$ cat src/rtl/enc_p2r_pkg.sv
// ============================================================================
// enc_p2r_pkg
// Shared types and constants of the encoder period to rpm converter.
// ============================================================================
package enc_p2r_pkg;

    // Period counter width; the counter stops at its all-ones value.
    localparam int PERIOD_BITS = 24;

    localparam int SCALE_W  = 40;  // rpm_scale
    localparam int RPM_W    = 24;  // rpm, Q16.8
    localparam int FACTOR_W = 16;  // speed_factor, Q8.8
    localparam int SPEED_W  = 32;  // speed, Q24.8
    localparam int POUT_W   = 24;  // period as reported
    localparam int PROD_W   = RPM_W + FACTOR_W;
    localparam int FRAC_W   = 8;

    localparam int CFG_IDX_W  = 2;
    localparam int CFG_DATA_W = SCALE_W;

    // One quotient bit per step.
    localparam int DIV_STEPS = SCALE_W;
    localparam int STEP_W    = $clog2(DIV_STEPS);

    localparam logic [SCALE_W-1:0]  RPM_SCALE_RST    = SCALE_W'(64'd1396363636);
    localparam logic [RPM_W-1:0]    MAX_RPM_RST      = RPM_W'(32'd256000);
    localparam logic [FACTOR_W-1:0] SPEED_FACTOR_RST = FACTOR_W'(32'd2130);

    typedef enum logic [CFG_IDX_W-1:0] {
        CFG_RPM_SCALE    = 2'd0,
        CFG_MAX_RPM      = 2'd1,
        CFG_SPEED_FACTOR = 2'd2
    } t_cfg_idx;

    typedef enum logic [1:0] {
        ST_IDLE,
        ST_DIV,
        ST_MUL,
        ST_OUT
    } t_state;

    // Controller to datapath.
    typedef struct packed {
        logic accept;    // take the input sample
        logic div_step;  // one restoring divide step
        logic finish;    // limit check, last-good update, multiply
        logic out_load;  // load the output register
    } t_dp_cmd;

    // Datapath to controller.
    typedef struct packed {
        logic closing;   // current sample closes a period
        logic out_free;  // output register can take a new beat
    } t_dp_stat;

endpackage

$ cat src/rtl/encoder_period_to_rpm.sv
// ============================================================================
// encoder_period_to_rpm
// Speed from the period between rising edges of the sampled encoder A line.
// ============================================================================
//
//  Channel   Direction  Payload
//  -------   ---------  ------------------------------------------------------
//  s_axis    in         tdata[0] enc_level, one beat per microsecond tick
//  m_axis    out        tdata rpm_value, speed_value, period_us; tuser held
//  cfg       in         write enable, register index, 40-bit data
//
//  A sample that does not close a period leaves the sequencer idle. A closing edge
//  holds off the next sample until these steps are through: the acceptance, 40
//  steps of the restoring divider (one quotient bit per cycle for the 40-bit
//  rpm_scale), the limit check and speed multiply, and the load of
//  the output register. The load waits while the previous result beat is
//  still unread. Reset is synchronous and restores the register defaults.
//
module encoder_period_to_rpm
    import enc_p2r_pkg::*;
(
    input  logic                  i_clk,
    input  logic                  i_rst_n,
    input  logic                  i_cfg_we,
    input  logic [CFG_IDX_W-1:0]  i_cfg_index,
    input  logic [CFG_DATA_W-1:0] i_cfg_data,
    input  logic                  i_s_axis_tvalid,
    output logic                  o_s_axis_tready,
    input  logic [7:0]            i_s_axis_tdata,   // [0] enc_level
    output logic                  o_m_axis_tvalid,
    input  logic                  i_m_axis_tready,
    output logic [79:0]           o_m_axis_tdata,   // rpm_value, speed_value, period_us
    output logic [0:0]            o_m_axis_tuser    // [0] held
);

    t_dp_cmd            cmd;
    t_dp_stat           stat;
    logic [RPM_W-1:0]   rpm_value;
    logic [SPEED_W-1:0] speed_value;
    logic               held;
    logic [POUT_W-1:0]  period_us;

    enc_p2r_ctrl u_ctrl (
        .i_clk      (i_clk),
        .i_rst_n    (i_rst_n),
        .i_in_valid (i_s_axis_tvalid),
        .o_in_ready (o_s_axis_tready),
        .i_stat     (stat),
        .o_cmd      (cmd)
    );

    enc_p2r_dp u_dp (
        .i_clk         (i_clk),
        .i_rst_n       (i_rst_n),
        .i_cfg_we      (i_cfg_we),
        .i_cfg_index   (i_cfg_index),
        .i_cfg_data    (i_cfg_data),
        .i_enc_level   (i_s_axis_tdata[0]),
        .i_cmd         (cmd),
        .o_stat        (stat),
        .i_out_ready   (i_m_axis_tready),
        .o_out_valid   (o_m_axis_tvalid),
        .o_rpm_value   (rpm_value),
        .o_speed_value (speed_value),
        .o_held        (held),
        .o_period_us   (period_us)
    );

    assign o_m_axis_tdata = {period_us, speed_value, rpm_value};
    assign o_m_axis_tuser = held;

endmodule

$ cat src/rtl/enc_p2r_ctrl.sv
// ============================================================================
// enc_p2r_ctrl
// Sequencer: sample acceptance, divide step count, multiply and output load.
// ============================================================================
module enc_p2r_ctrl
    import enc_p2r_pkg::*;
(
    input  logic     i_clk,
    input  logic     i_rst_n,
    input  logic     i_in_valid,
    output logic     o_in_ready,
    input  t_dp_stat i_stat,
    output t_dp_cmd  o_cmd
);

    t_state            r_state, n_state;
    logic [STEP_W-1:0] r_step,  n_step;

    always_ff @(posedge i_clk) begin
        if (!i_rst_n) begin
            r_state <= ST_IDLE;
            r_step  <= '0;
        end else begin
            r_state <= n_state;
            r_step  <= n_step;
        end
    end

    always_comb begin
        n_state    = r_state;
        n_step     = r_step;
        o_cmd      = '0;
        o_in_ready = 1'b0;
        case (r_state)
            ST_IDLE: begin
                o_in_ready   = 1'b1;
                o_cmd.accept = i_in_valid;
                if (i_in_valid && i_stat.closing) begin
                    n_state = ST_DIV;
                    n_step  = '0;
                end
            end
            ST_DIV: begin
                o_cmd.div_step = 1'b1;
                if (r_step == STEP_W'(DIV_STEPS - 1)) begin
                    n_state = ST_MUL;
                end else begin
                    n_step = r_step + 1'b1;
                end
            end
            ST_MUL: begin
                o_cmd.finish = 1'b1;
                n_state      = ST_OUT;
            end
            ST_OUT: begin
                if (i_stat.out_free) begin
                    o_cmd.out_load = 1'b1;
                    n_state        = ST_IDLE;
                end
            end
            default: begin
                n_state = ST_IDLE;
            end
        endcase
    end

`ifndef SYNTHESIS
    a_close_starts_div: assert property (@(posedge i_clk) disable iff (!i_rst_n)
        (o_cmd.accept && i_stat.closing) |=> (r_state == ST_DIV && r_step == '0))
        else $error("closing edge did not start the divider");

    a_div_ends: assert property (@(posedge i_clk) disable iff (!i_rst_n)
        (r_state == ST_DIV && r_step == STEP_W'(DIV_STEPS - 1)) |=> (r_state == ST_MUL))
        else $error("divider did not hand over to the multiply step");

    a_load_returns_idle: assert property (@(posedge i_clk) disable iff (!i_rst_n)
        o_cmd.out_load |=> (o_in_ready && !o_cmd.div_step))
        else $error("controller not idle after output load");
`endif

endmodule

$ cat src/rtl/enc_p2r_dp.sv
// ============================================================================
// enc_p2r_dp
// Datapath: edge detector, period counter, serial divider, rpm limit check,
// speed multiplier, configuration and output registers.
// ============================================================================
module enc_p2r_dp
    import enc_p2r_pkg::*;
(
    input  logic                  i_clk,
    input  logic                  i_rst_n,
    input  logic                  i_cfg_we,
    input  logic [CFG_IDX_W-1:0]  i_cfg_index,
    input  logic [CFG_DATA_W-1:0] i_cfg_data,
    input  logic                  i_enc_level,
    input  t_dp_cmd               i_cmd,
    output t_dp_stat              o_stat,
    input  logic                  i_out_ready,
    output logic                  o_out_valid,
    output logic [RPM_W-1:0]      o_rpm_value,
    output logic [SPEED_W-1:0]    o_speed_value,
    output logic                  o_held,
    output logic [POUT_W-1:0]     o_period_us
);

    localparam logic [PERIOD_BITS-1:0] TICK_MAX = {PERIOD_BITS{1'b1}};

    // Configuration.
    logic [SCALE_W-1:0]  r_rpm_scale;
    logic [RPM_W-1:0]    r_max_rpm;
    logic [FACTOR_W-1:0] r_speed_factor;

    // Edge and period tracking.
    logic                   r_prev_level;
    logic                   r_started;
    logic [PERIOD_BITS-1:0] r_tick;
    logic [PERIOD_BITS-1:0] n_tick;
    logic                   rising;

    // Divider.
    logic [PERIOD_BITS-1:0] r_period;
    logic [PERIOD_BITS-1:0] r_rem;
    logic [SCALE_W-1:0]     r_quo;
    logic [PERIOD_BITS:0]   shifted;
    logic [PERIOD_BITS:0]   diff;
    logic                   fits;

    // Limit check and multiply.
    logic [RPM_W-1:0]  r_last_good;
    logic [RPM_W-1:0]  rpm_sat;
    logic [RPM_W-1:0]  rpm_sel;
    logic              rpm_ok;
    logic [PROD_W-1:0] r_prod;
    logic [RPM_W-1:0]  r_rpm_out;
    logic              r_held;

    // Output register.
    logic               r_out_valid;
    logic [RPM_W-1:0]   r_out_rpm;
    logic [SPEED_W-1:0] r_out_speed;
    logic               r_out_held;
    logic [POUT_W-1:0]  r_out_period;
    logic [31:0]        period_wide;

    always_ff @(posedge i_clk) begin
        if (!i_rst_n) begin
            r_rpm_scale    <= RPM_SCALE_RST;
            r_max_rpm      <= MAX_RPM_RST;
            r_speed_factor <= SPEED_FACTOR_RST;
        end else if (i_cfg_we) begin
            case (t_cfg_idx'(i_cfg_index))
                CFG_RPM_SCALE:    r_rpm_scale    <= i_cfg_data[SCALE_W-1:0];
                CFG_MAX_RPM:      r_max_rpm      <= i_cfg_data[RPM_W-1:0];
                CFG_SPEED_FACTOR: r_speed_factor <= i_cfg_data[FACTOR_W-1:0];
                default: begin
                end
            endcase
        end
    end

    assign rising = i_enc_level && !r_prev_level;
    // The count saturates; it is at least one at any closing edge.
    assign n_tick = (r_started && r_tick != TICK_MAX) ? r_tick + 1'b1 : r_tick;

    assign o_stat.closing  = rising && r_started;
    assign o_stat.out_free = !r_out_valid || i_out_ready;

    always_ff @(posedge i_clk) begin
        if (!i_rst_n) begin
            r_prev_level <= 1'b1;
            r_started    <= 1'b0;
            r_tick       <= '0;
        end else if (i_cmd.accept) begin
            r_prev_level <= i_enc_level;
            if (rising) begin
                r_started <= 1'b1;
                r_tick    <= '0;
            end else begin
                r_tick <= n_tick;
            end
        end
    end

    // Restoring division, one quotient bit per step, MSB first.
    assign shifted = {r_rem, r_quo[SCALE_W-1]};
    assign diff    = shifted - {1'b0, r_period};
    assign fits    = shifted >= {1'b0, r_period};

    always_ff @(posedge i_clk) begin
        if (i_cmd.accept && o_stat.closing) begin
            r_period <= n_tick;
            r_rem    <= '0;
            r_quo    <= r_rpm_scale;
        end else if (i_cmd.div_step) begin
            r_rem <= fits ? diff[PERIOD_BITS-1:0] : shifted[PERIOD_BITS-1:0];
            r_quo <= {r_quo[SCALE_W-2:0], fits};
        end
    end

    assign rpm_sat = (|r_quo[SCALE_W-1:RPM_W]) ? {RPM_W{1'b1}} : r_quo[RPM_W-1:0];
    assign rpm_ok  = rpm_sat < r_max_rpm;
    assign rpm_sel = rpm_ok ? rpm_sat : r_last_good;

    always_ff @(posedge i_clk) begin
        if (!i_rst_n) begin
            r_last_good <= '0;
        end else if (i_cmd.finish && rpm_ok) begin
            r_last_good <= rpm_sat;
        end
    end

    always_ff @(posedge i_clk) begin
        if (i_cmd.finish) begin
            r_prod    <= PROD_W'(rpm_sel) * PROD_W'(r_speed_factor);
            r_rpm_out <= rpm_sel;
            r_held    <= !rpm_ok;
        end
    end

    assign period_wide = 32'(r_period);

    always_ff @(posedge i_clk) begin
        if (!i_rst_n) begin
            r_out_valid <= 1'b0;
        end else if (i_cmd.out_load) begin
            r_out_valid <= 1'b1;
        end else if (i_out_ready) begin
            r_out_valid <= 1'b0;
        end
    end

    always_ff @(posedge i_clk) begin
        if (i_cmd.out_load) begin
            r_out_rpm    <= r_rpm_out;
            r_out_speed  <= r_prod[FRAC_W +: SPEED_W];
            r_out_held   <= r_held;
            r_out_period <= (period_wide > 32'(TICK_MAX) || period_wide > 32'hFF_FFFF)
                            ? {POUT_W{1'b1}} : period_wide[POUT_W-1:0];
        end
    end

    assign o_out_valid   = r_out_valid;
    assign o_rpm_value   = r_out_rpm;
    assign o_speed_value = r_out_speed;
    assign o_held        = r_out_held;
    assign o_period_us   = r_out_period;

`ifndef SYNTHESIS
    a_last_good_tracks: assert property (@(posedge i_clk) disable iff (!i_rst_n)
        i_cmd.finish |=> (r_held || r_rpm_out == r_last_good))
        else $error("accepted rpm not stored as last good value");

    a_load_sets_valid: assert property (@(posedge i_clk) disable iff (!i_rst_n)
        i_cmd.out_load |=> r_out_valid)
        else $error("output load did not raise valid");
`endif

endmodule

$ cat config.mk
export PLATFORM = sky130hd
export DESIGN_NAME = encoder_period_to_rpm
export DESIGN_NICKNAME = d
export VERILOG_FILES = /design/src/rtl/enc_p2r_pkg.sv /design/src/rtl/encoder_period_to_rpm.sv /design/src/rtl/enc_p2r_ctrl.sv /design/src/rtl/enc_p2r_dp.sv
export SDC_FILE = /design/constraint.sdc
export NUM_CORES = 1
export LEC_CHECK = 0
export BUFFER_PORTS_ARGS = -buffer_cell sky130_fd_sc_hd__buf_2
export CAP_MARGIN = 0
export CORE_UTILIZATION = 45
export CTS_CLUSTER_DIAMETER = 150
export DETAILED_ROUTE_END_ITERATION = 7
export PLACE_DENSITY = 0.65
export SLEW_MARGIN = 25
export SYNTH_ARGS = -nofsm -noshare
export SYNTH_HDL_FRONTEND = slang
export SYNTH_HIERARCHICAL = 1
export SYNTH_SLANG_ARGS = --single-unit
$ cat constraint.sdc
create_clock -name i_clk -period 21.2 [get_ports i_clk]
set_input_delay 4.24 -clock i_clk [delete_from_list [all_inputs] [get_ports i_clk]]
set_output_delay 4.24 -clock i_clk [all_outputs]
set_load 0.02 [all_outputs]
# [Word-level counts from Yosys, hierarchy flattened]
# Cells that the tools add are included.
[totals] output_inout_bits=83 word_cells=82 reg_bits=373 in_bits=55
[classes] magnitude_cmp=3 n_addsub=3 multipliers=1 muxes=22 eq_ne=11 reduce_logical=22
[ops] cell="$mux W24" count=5
[ops] cell="$mux W40" count=2
[ops] cell="$mul A24 B16 Y40" count=1
[ops] cell="$ge A25 B24 Y1" count=1
[ops] cell="$add A24 B1 Y24 const B" count=1
[ops] cell="$gt A24 B24 Y1 const B" count=1
[ops] cell="$lt A24 B24 Y1" count=1
[ops] cell="$ne A24 B24 Y1 const B" count=1
[ops] cell="$sub A24 B24 Y24" count=1
[ops] cell="$reduce_or A16 Y1" count=1
[ops] cell="$mux W6" count=2
[ops] cell="$pmux W6 S2" count=1
[ops] cell="$mux W1" count=8
[ops] cell="$pmux W2 S4" count=1
[ops] cell="$reduce_and A2 Y1" count=4
[ops] cell="$add A6 B1 Y6 const B" count=1
[ops] cell="$eq A2 B2 Y1 const B" count=3
[ops] cell="$eq A6 B6 Y1 const B" count=1
[ops] cell="$logic_and A1 B1 Y1" count=6
[ops] cell="$mux W2" count=3
[ops] cell="$reduce_and A3 Y1" count=2
[ops] cell="$reduce_bool A2 Y1" count=3
[ops] cell="$eq A2 B1 Y1 const B" count=2
[ops] cell="$logic_not A2 Y1" count=2
[ops] cell="other kinds (4)" count=8

# [Logic depth before layout (Yosys ltp)]
[depth] word_depth=6 mapped_depth=38 depth_no_buf=36

# [Hierarchy]
# The synthesis kept the hierarchy.
[modules_own_cells] module="enc_p2r_dp" cells_per_inst=2830 area_per_inst_um2=27112.3 seq_area_each_um2=9168.8 n_inst=1
[modules_own_cells] module="enc_p2r_ctrl" cells_per_inst=62 area_per_inst_um2=533.0 seq_area_each_um2=160.2 n_inst=1

# [Least setup slack after synthesis]
# No wires, ideal clock.
[synth_timing] path_type="flip-flop to flip-flop" startpoint="reg u_dp.r_quo[37]" endpoint="reg u_dp.r_prod[36], data pin" path_slack_ns=12.267 arrival_ns=8.675 setup_ns=0.258 stages_incl_launch_ff=36 path_buffers=4 synth_period_minus_slack_ns=8.933 required_ns=20.942 path_cell_list="edfxtp_1 > nor4_2 > nand4_2 > clkbuf_1 > nor2_1 > inv_1 > ha_1 > and4_1 > a221oi_1 > nand4_2 > clkbuf_1 > buf_1 > o21ai_1 > clkbuf_1 > nand2_1 > fa_1 > inv_1 > fa_1 > inv_1 > fa_1 > inv_1 > fa_1 > fa_1 > inv_1 > fa_1 > inv_1 > ha_1 > nand4_1 > o221ai_1 > nor3_1 > a211oi_2 > o31ai_4 > a211oi_2 > or3_1 > a21oi_2 > xnor2_1"
[synth_between] elab_chain_len=5
[synth_rtl] element="start: declaration" line="enc_p2r_dp.sv:42" text="logic [SCALE_W-1:0] r_quo;"
[synth_rtl] element="start signal: assignment" line="enc_p2r_dp.sv:112" text="r_quo <= r_rpm_scale;"
[synth_rtl] element="start signal: assignment" line="enc_p2r_dp.sv:115" text="r_quo <= {r_quo[SCALE_W-2:0], fits};"
[synth_rtl] element="$reduce_or A16 Y1" line="enc_p2r_dp.sv:119" text="assign rpm_sat = (|r_quo[SCALE_W-1:RPM_W]) ? {RPM_W{1'b1}} : r_quo[RPM_W-1:0];"
[synth_rtl] element="$mux W24" line="enc_p2r_dp.sv:119"
[synth_rtl] element="net u_dp.rpm_sat[21]" line="enc_p2r_dp.sv:49" text="logic [RPM_W-1:0] rpm_sat;"
[synth_rtl] element="$lt A24 B24 Y1" line="enc_p2r_dp.sv:120" text="assign rpm_ok = rpm_sat < r_max_rpm;"
[synth_rtl] element="$mux W24" line="enc_p2r_dp.sv:121" text="assign rpm_sel = rpm_ok ? rpm_sat : r_last_good;"
[synth_rtl] element="net u_dp.rpm_sel[13]" line="enc_p2r_dp.sv:50" text="logic [RPM_W-1:0] rpm_sel;"
[synth_rtl] element="$mul A24 B16 Y40" line="enc_p2r_dp.sv:133" text="r_prod <= PROD_W'(rpm_sel) * PROD_W'(r_speed_factor);"
[synth_rtl] element="end signal: assignment" line="enc_p2r_dp.sv:133"
[synth_rtl] element="end: declaration" line="enc_p2r_dp.sv:52" text="logic [PROD_W-1:0] r_prod;"
# The timed path passes the listed nets, and every way through them passes these cells.
# A chain may end at the register's enable or synchronous reset.

# [Worst setup path after layout]
[layout_timing] startpoint="reg u_dp.r_quo[39]" endpoint="reg u_dp.r_prod[39], data pin"
[layout_between] elab_chain_len=5
[layout_rtl] element="$reduce_or A16 Y1 (*)" line="enc_p2r_dp.sv:119"
[layout_rtl] element="$mux W24 (*)" line="enc_p2r_dp.sv:119"
[layout_rtl] element="net u_dp.rpm_sat[22]" line="enc_p2r_dp.sv:49"
[layout_rtl] element="$lt A24 B24 Y1" line="enc_p2r_dp.sv:120"
[layout_rtl] element="$mux W24 (*)" line="enc_p2r_dp.sv:121"
[layout_rtl] element="$mul A24 B16 Y40 (*)" line="enc_p2r_dp.sv:133"
# The timed path passes the listed nets; every way through them passes the cells marked *.

==> impl_results.rst <==
.. list-table::
   :header-rows: 1

   * - Metric
     - Value
   * - Routed met3 length
     - about 3.8 mm
   * - Minimum period implied by the final worst setup slack
     - 11.78 ns
   * - Count of hold buffers inserted by post-cts repair
     - 0
   * - Number of maximum-capacitance violations
     - 0
   * - Total net switching power
     - about 0.00055 W
   * - Area share of the leading cell type in the synthesized netlist
     - 0.2216
   * - Routed Wire Length
     - between 60 and 70 mm
   * - Length of routed wiring on met1
     - 28.90 mm
   * - Iteration count of the initial detailed-routing pass
     - 6
   * - Relative contribution of combinational cells to total power
     - 0.192
   * - Resized cells post-CTS
     - 0
   * - Number of flops mapped to enable cells by yosys
     - 202
   * - Largest driver fanout on the critical path
     - 33
   * - Clock transition at the registers of the reported paths
     - 0.06 ns
   * - Drt wl/cell
     - around 17 µm
   * - Ranking of synthesized cells by area
     - fa_1 (22%), edfxtp_1 (22%), dfxtp_1 (12%), nand2_1 (8.2%), ha_1 (7.4%)
   * - Total negative slack
     - 0 ns
   * - Cell taking the most area after synthesis
     - fa_1
   * - Number of placed cells counting well taps
     - 3,690
   * - R2R cell count
     - 33
   * - Endpoint of the worst register-to-register path
     - u_dp/r_prod[39]$_DFFE_PP_
   * - Result of the run
     - completed
   * - Clock power frac
     - 0.377
   * - Startpoint of the worst-slack reg-to-reg timing path
     - u_dp/r_quo[39]$_DFFE_PP_
   * - Antenna violations before repair
     - 4
   * - Wire length on met2
     - approximately 30 mm
   * - Count of clock tree sinks
     - between 300 and 400
   * - Pin count of the biggest net entering global routing
     - around 100
   * - Commonest cells after routing, fill and taps aside
     - nand2_1 (605), inv_1 (421), fa_1 (306), edfxtp_1 (202), and2_1 (183)
   * - Final-report max-slew violation count
     - 0
   * - Post-route standard cell area excluding fillers
     - ~30,000 µm²
   * - Area of the core
     - around 61,000 µm²
   * - Flip-flop and latch count after synthesis
     - roughly 370
   * - Pwr dens
     - about 63 nW/µm²
   * - Transition time of the tightest slew-check pin
     - around 1.1 ns
   * - Switching Fraction
     - 0.2892
   * - Total I/O pin count
     - between 100 and 150
   * - Via count
     - 19,950
   * - Die outline width
     - about 250 µm
   * - Leakage component of the power
     - between 10 and 15 nW
   * - ANT nets after route
     - 0
   * - Avg Inst Size Synth
     - 9.559 µm²
   * - Worst-skew pair later-pin latency
     - just under 0.6 ns
   * - Final Non-Filler Cells
     - 3,763
   * - CP Launch Type
     - flip-flop
   * - Cell internal power dissipation
     - ~0.0014 W
   * - FFs w/ async S/R, synth
     - 0
   * - Die Span Y
     - 249.9 µm
   * - Share of total power in sequential cells
     - 0.430
   * - Syn-to-layout area delta
     - 10.11%
   * - Crit path capture type
     - flip-flop
   * - Yosys warns
     - 6
   * - Library cell contributing the largest single delay on the critical path
     - nor4_1
   * - Global Route Usage Sum
     - 0.2128
   * - Critical path startpoint
     - u_dp/r_quo[39]$_DFFE_PP_
   * - CTS tree
     - built
   * - Final setup violation count
     - 0
   * - Count of final hold-check violations
     - 0
   * - Distinct cell type count of the synthesized netlist
     - between 70 and 80
   * - Crit path required time
     - about 22 ns
   * - Number of vias per cell
     - 5.300
   * - Final global-route overflow total
     - 0
   * - Signal arrival time at the worst endpoint
     - ~12 ns
   * - Register area share after synthesis
     - 0.3375
   * - CTS buffer count
     - 39
   * - Number of design-rule violations left by the first detailed-router iteration
     - roughly 1,200
   * - FMAX
     - roughly 0.085 GHz
   * - Synthesized netlist net count
     - ~3,400
   * - Number of global-route vias before repair
     - ~21,000
   * - Most frequent CP cell
     - fa_1
   * - Proportion of layout cells with a drive suffix above 1
     - 0.09329
   * - Number of cells on the worst hold path
     - 0
   * - Period Utilization, post-route
     - 0.5558
   * - # Post-CTS Setup Buffers
     - 0
   * - Syn Inst Count
     - 2,892
   * - Worst rel slew slack
     - 0.2567
   * - Overall die area
     - 62,430 µm²
   * - Commonest non-fill, non-tap cell in the layout
     - nand2_1
   * - Fillers
     - 5,535
   * - First-pass GRT wire length
     - ~110 mm
   * - R2R setup slack
     - about 9.4 ns
   * - Initial Util
     - 0.4563
   * - Main flop type after synthesis
     - edfxtp_1
   * - Dpl cell area
     - about 29,000 µm²
   * - Final net count
     - ~3,500
   * - Worst-case clock buffer depth
     - 3
   * - End of the critical path
     - u_dp/r_prod[39]$_DFFE_PP_
   * - Delay of the slowest cell on the worst path
     - approximately 0.7 ns
   * - Port Buf Inserts
     - 130
   * - DRC violation count after routing
     - 0
   * - Clock Root Buffer
     - clkbuf_16
   * - Uppermost layer routed
     - met4
   * - H-tree depth reported by CTS
     - 2
   * - Worst Hold Class
     - reg -> reg
   * - Critical Setup Path Class
     - reg -> reg
   * - Routability cong.
     - ~0.86
   * - Peak ir drop on the vdd network
     - approximately 0.058 mV
   * - Max Clock Skew
     - about 0.03 ns
   * - Std-Cell Rows
     - 90
   * - Netlist Area Pre-Place
     - roughly 28,000 µm²
   * - Placed wire-length estimate after detailed placement
     - between 40 and 50 mm
   * - Setup repair after global routing missed its margin
     - no
==> cell families (layout without fill, tap and decap cells) <==
family | after synthesis | count (layout) | share of synthesized area
XOR/XNOR | 66 | 66 | 0.02091
multiplexers | 18 | 18 | 0.006562
flip-flops | 365 | 365 | 0.3375
AO/OA/AOI/OAI | 350 | 350 | 0.08581
adder cells (fa/ha/maj) | 469 | 469 | 0.2954
AND/OR/NAND/NOR | 1050 | 1050 | 0.1759
other | 0 | 1 | 0
buffers and inverters | 574 | 662 | 0.07803
==> flip-flops by register name (all words and copies together), names as in the netlist, 2 cells and up <==
name,cells
u_dp/r_period,24
u_dp/o_rpm_value,24
u_ctrl/r_state,2
u_dp/o_period_us,24
u_dp/r_rpm_scale,40
u_dp/r_max_rpm,24
u_dp/r_quo,40
u_dp/r_last_good,24
u_dp/r_rem,24
u_dp/r_tick,24
u_ctrl/r_step,6
u_dp/r_rpm_out,24
u_dp/o_speed_value,32
u_dp/r_prod,32
u_dp/r_speed_factor,16
==> worst min-delay path by stage <==
stage	startpoint	to	slack [ns]
floorplan	u_dp/r_held$_DFFE_PP_	u_dp/o_held$_DFFE_PP_	0.40
global placement	u_dp/r_rpm_out[3]$_DFFE_PP_	u_dp/o_rpm_value[3]$_DFFE_PP_	0.40
detailed placement	u_dp/r_rpm_out[21]$_DFFE_PP_	u_dp/o_rpm_value[21]$_DFFE_PP_	0.40
CTS	u_dp/r_rpm_out[21]$_DFFE_PP_	u_dp/o_rpm_value[21]$_DFFE_PP_	0.39
global route	u_dp/r_rpm_out[22]$_DFFE_PP_	u_dp/o_rpm_value[22]$_DFFE_PP_	0.41
finish	u_dp/r_rpm_out[21]$_DFFE_PP_	u_dp/o_rpm_value[21]$_DFFE_PP_	0.39
==> power by group through the flow <==
| stage | clock [W] | sequential, W | combinational (W) |
|---|---|---|---|
| final | 0.000724 | 0.000826 | 0.000369 |
| after global routing | 0.000770 | 0.000831 | 0.000416 |
| after CTS | 0.000745 | 0.000825 | 0.000369 |
| after detailed placement | 0 | 0.000839 | 0.000367 |
| after global placement | 0 | 0.000838 | 0.000354 |
| after floorplan | 0 | 0.000829 | 0.000284 |
==> worst max-delay path: cells and delay by family, from the launching register on <==
kind | cells | cell delay [ns]
AO/OA/AOI/OAI | 8 | 2.36
adder cells (fa/ha/maj) | 8 | 3.93
buffers and inverters | 6 | 0.99
flip-flops | 1 | 0.51
AND/OR/NAND/NOR | 11 | 3.69
==> cell type report <==
type / instances / area [µm²] / area share
multi-input combinational: 1953 / 16230 / 0.5332
sequential: 365 / 9333 / 0.3066
timing repair buffer: 168 / 938.4 / 0.03083
inverter: 422 / 1584 / 0.05204
clock inverter: 23 / 306.5 / 0.01007
tap: 782 / 978.4 / 0.03214
antenna: 1 / 2.502 / 0.00008221
clock buffer: 49 / 1067 / 0.03506
==> per-stage QoR <==
| step | total power [W] | setup WS (ns) | utilization | hold slack (ns) |
|---|---|---|---|---|
| after floorplan | 0.001113 | 12.27 | - | 0.4003 |
| after global placement | 0.001192 | 9.666 | 0.4793 | 0.4037 |
| after detailed placement | 0.001206 | 9.581 | 0.4794 | 0.4045 |
| after CTS | 0.001939 | 9.532 | 0.5020 | 0.3927 |
| after global routing | 0.002017 | 8.765 | 0.5025 | 0.4119 |
| final | 0.001919 | 9.417 | 0.5025 | 0.3901 |
==> Yosys cell counts (29+ instances only) <==
library cell / n
a21boi_0: 57
a21oi_1: 87
and2_1: 185
clkbuf_1: 145
dfxtp_1: 163
edfxtp_1: 202
fa_1: 306
ha_1: 163
inv_1: 422
nand2_1: 607
nand3_1: 48
nor2_1: 71
nor2b_1: 39
nor3_1: 29
o21ai_0: 48
o21ai_1: 29
xnor2_1: 47
==> per-layer routing <==
metal / up-vias / track usage
met2: 556 / 0.3519
li1: 9336 / -
met5: - / 0
met3: 115 / 0.03087
met4: 0 / 0.06578
met1: 9938 / 0.2882
No activity file was read; power rests on OpenSTA's default activity.
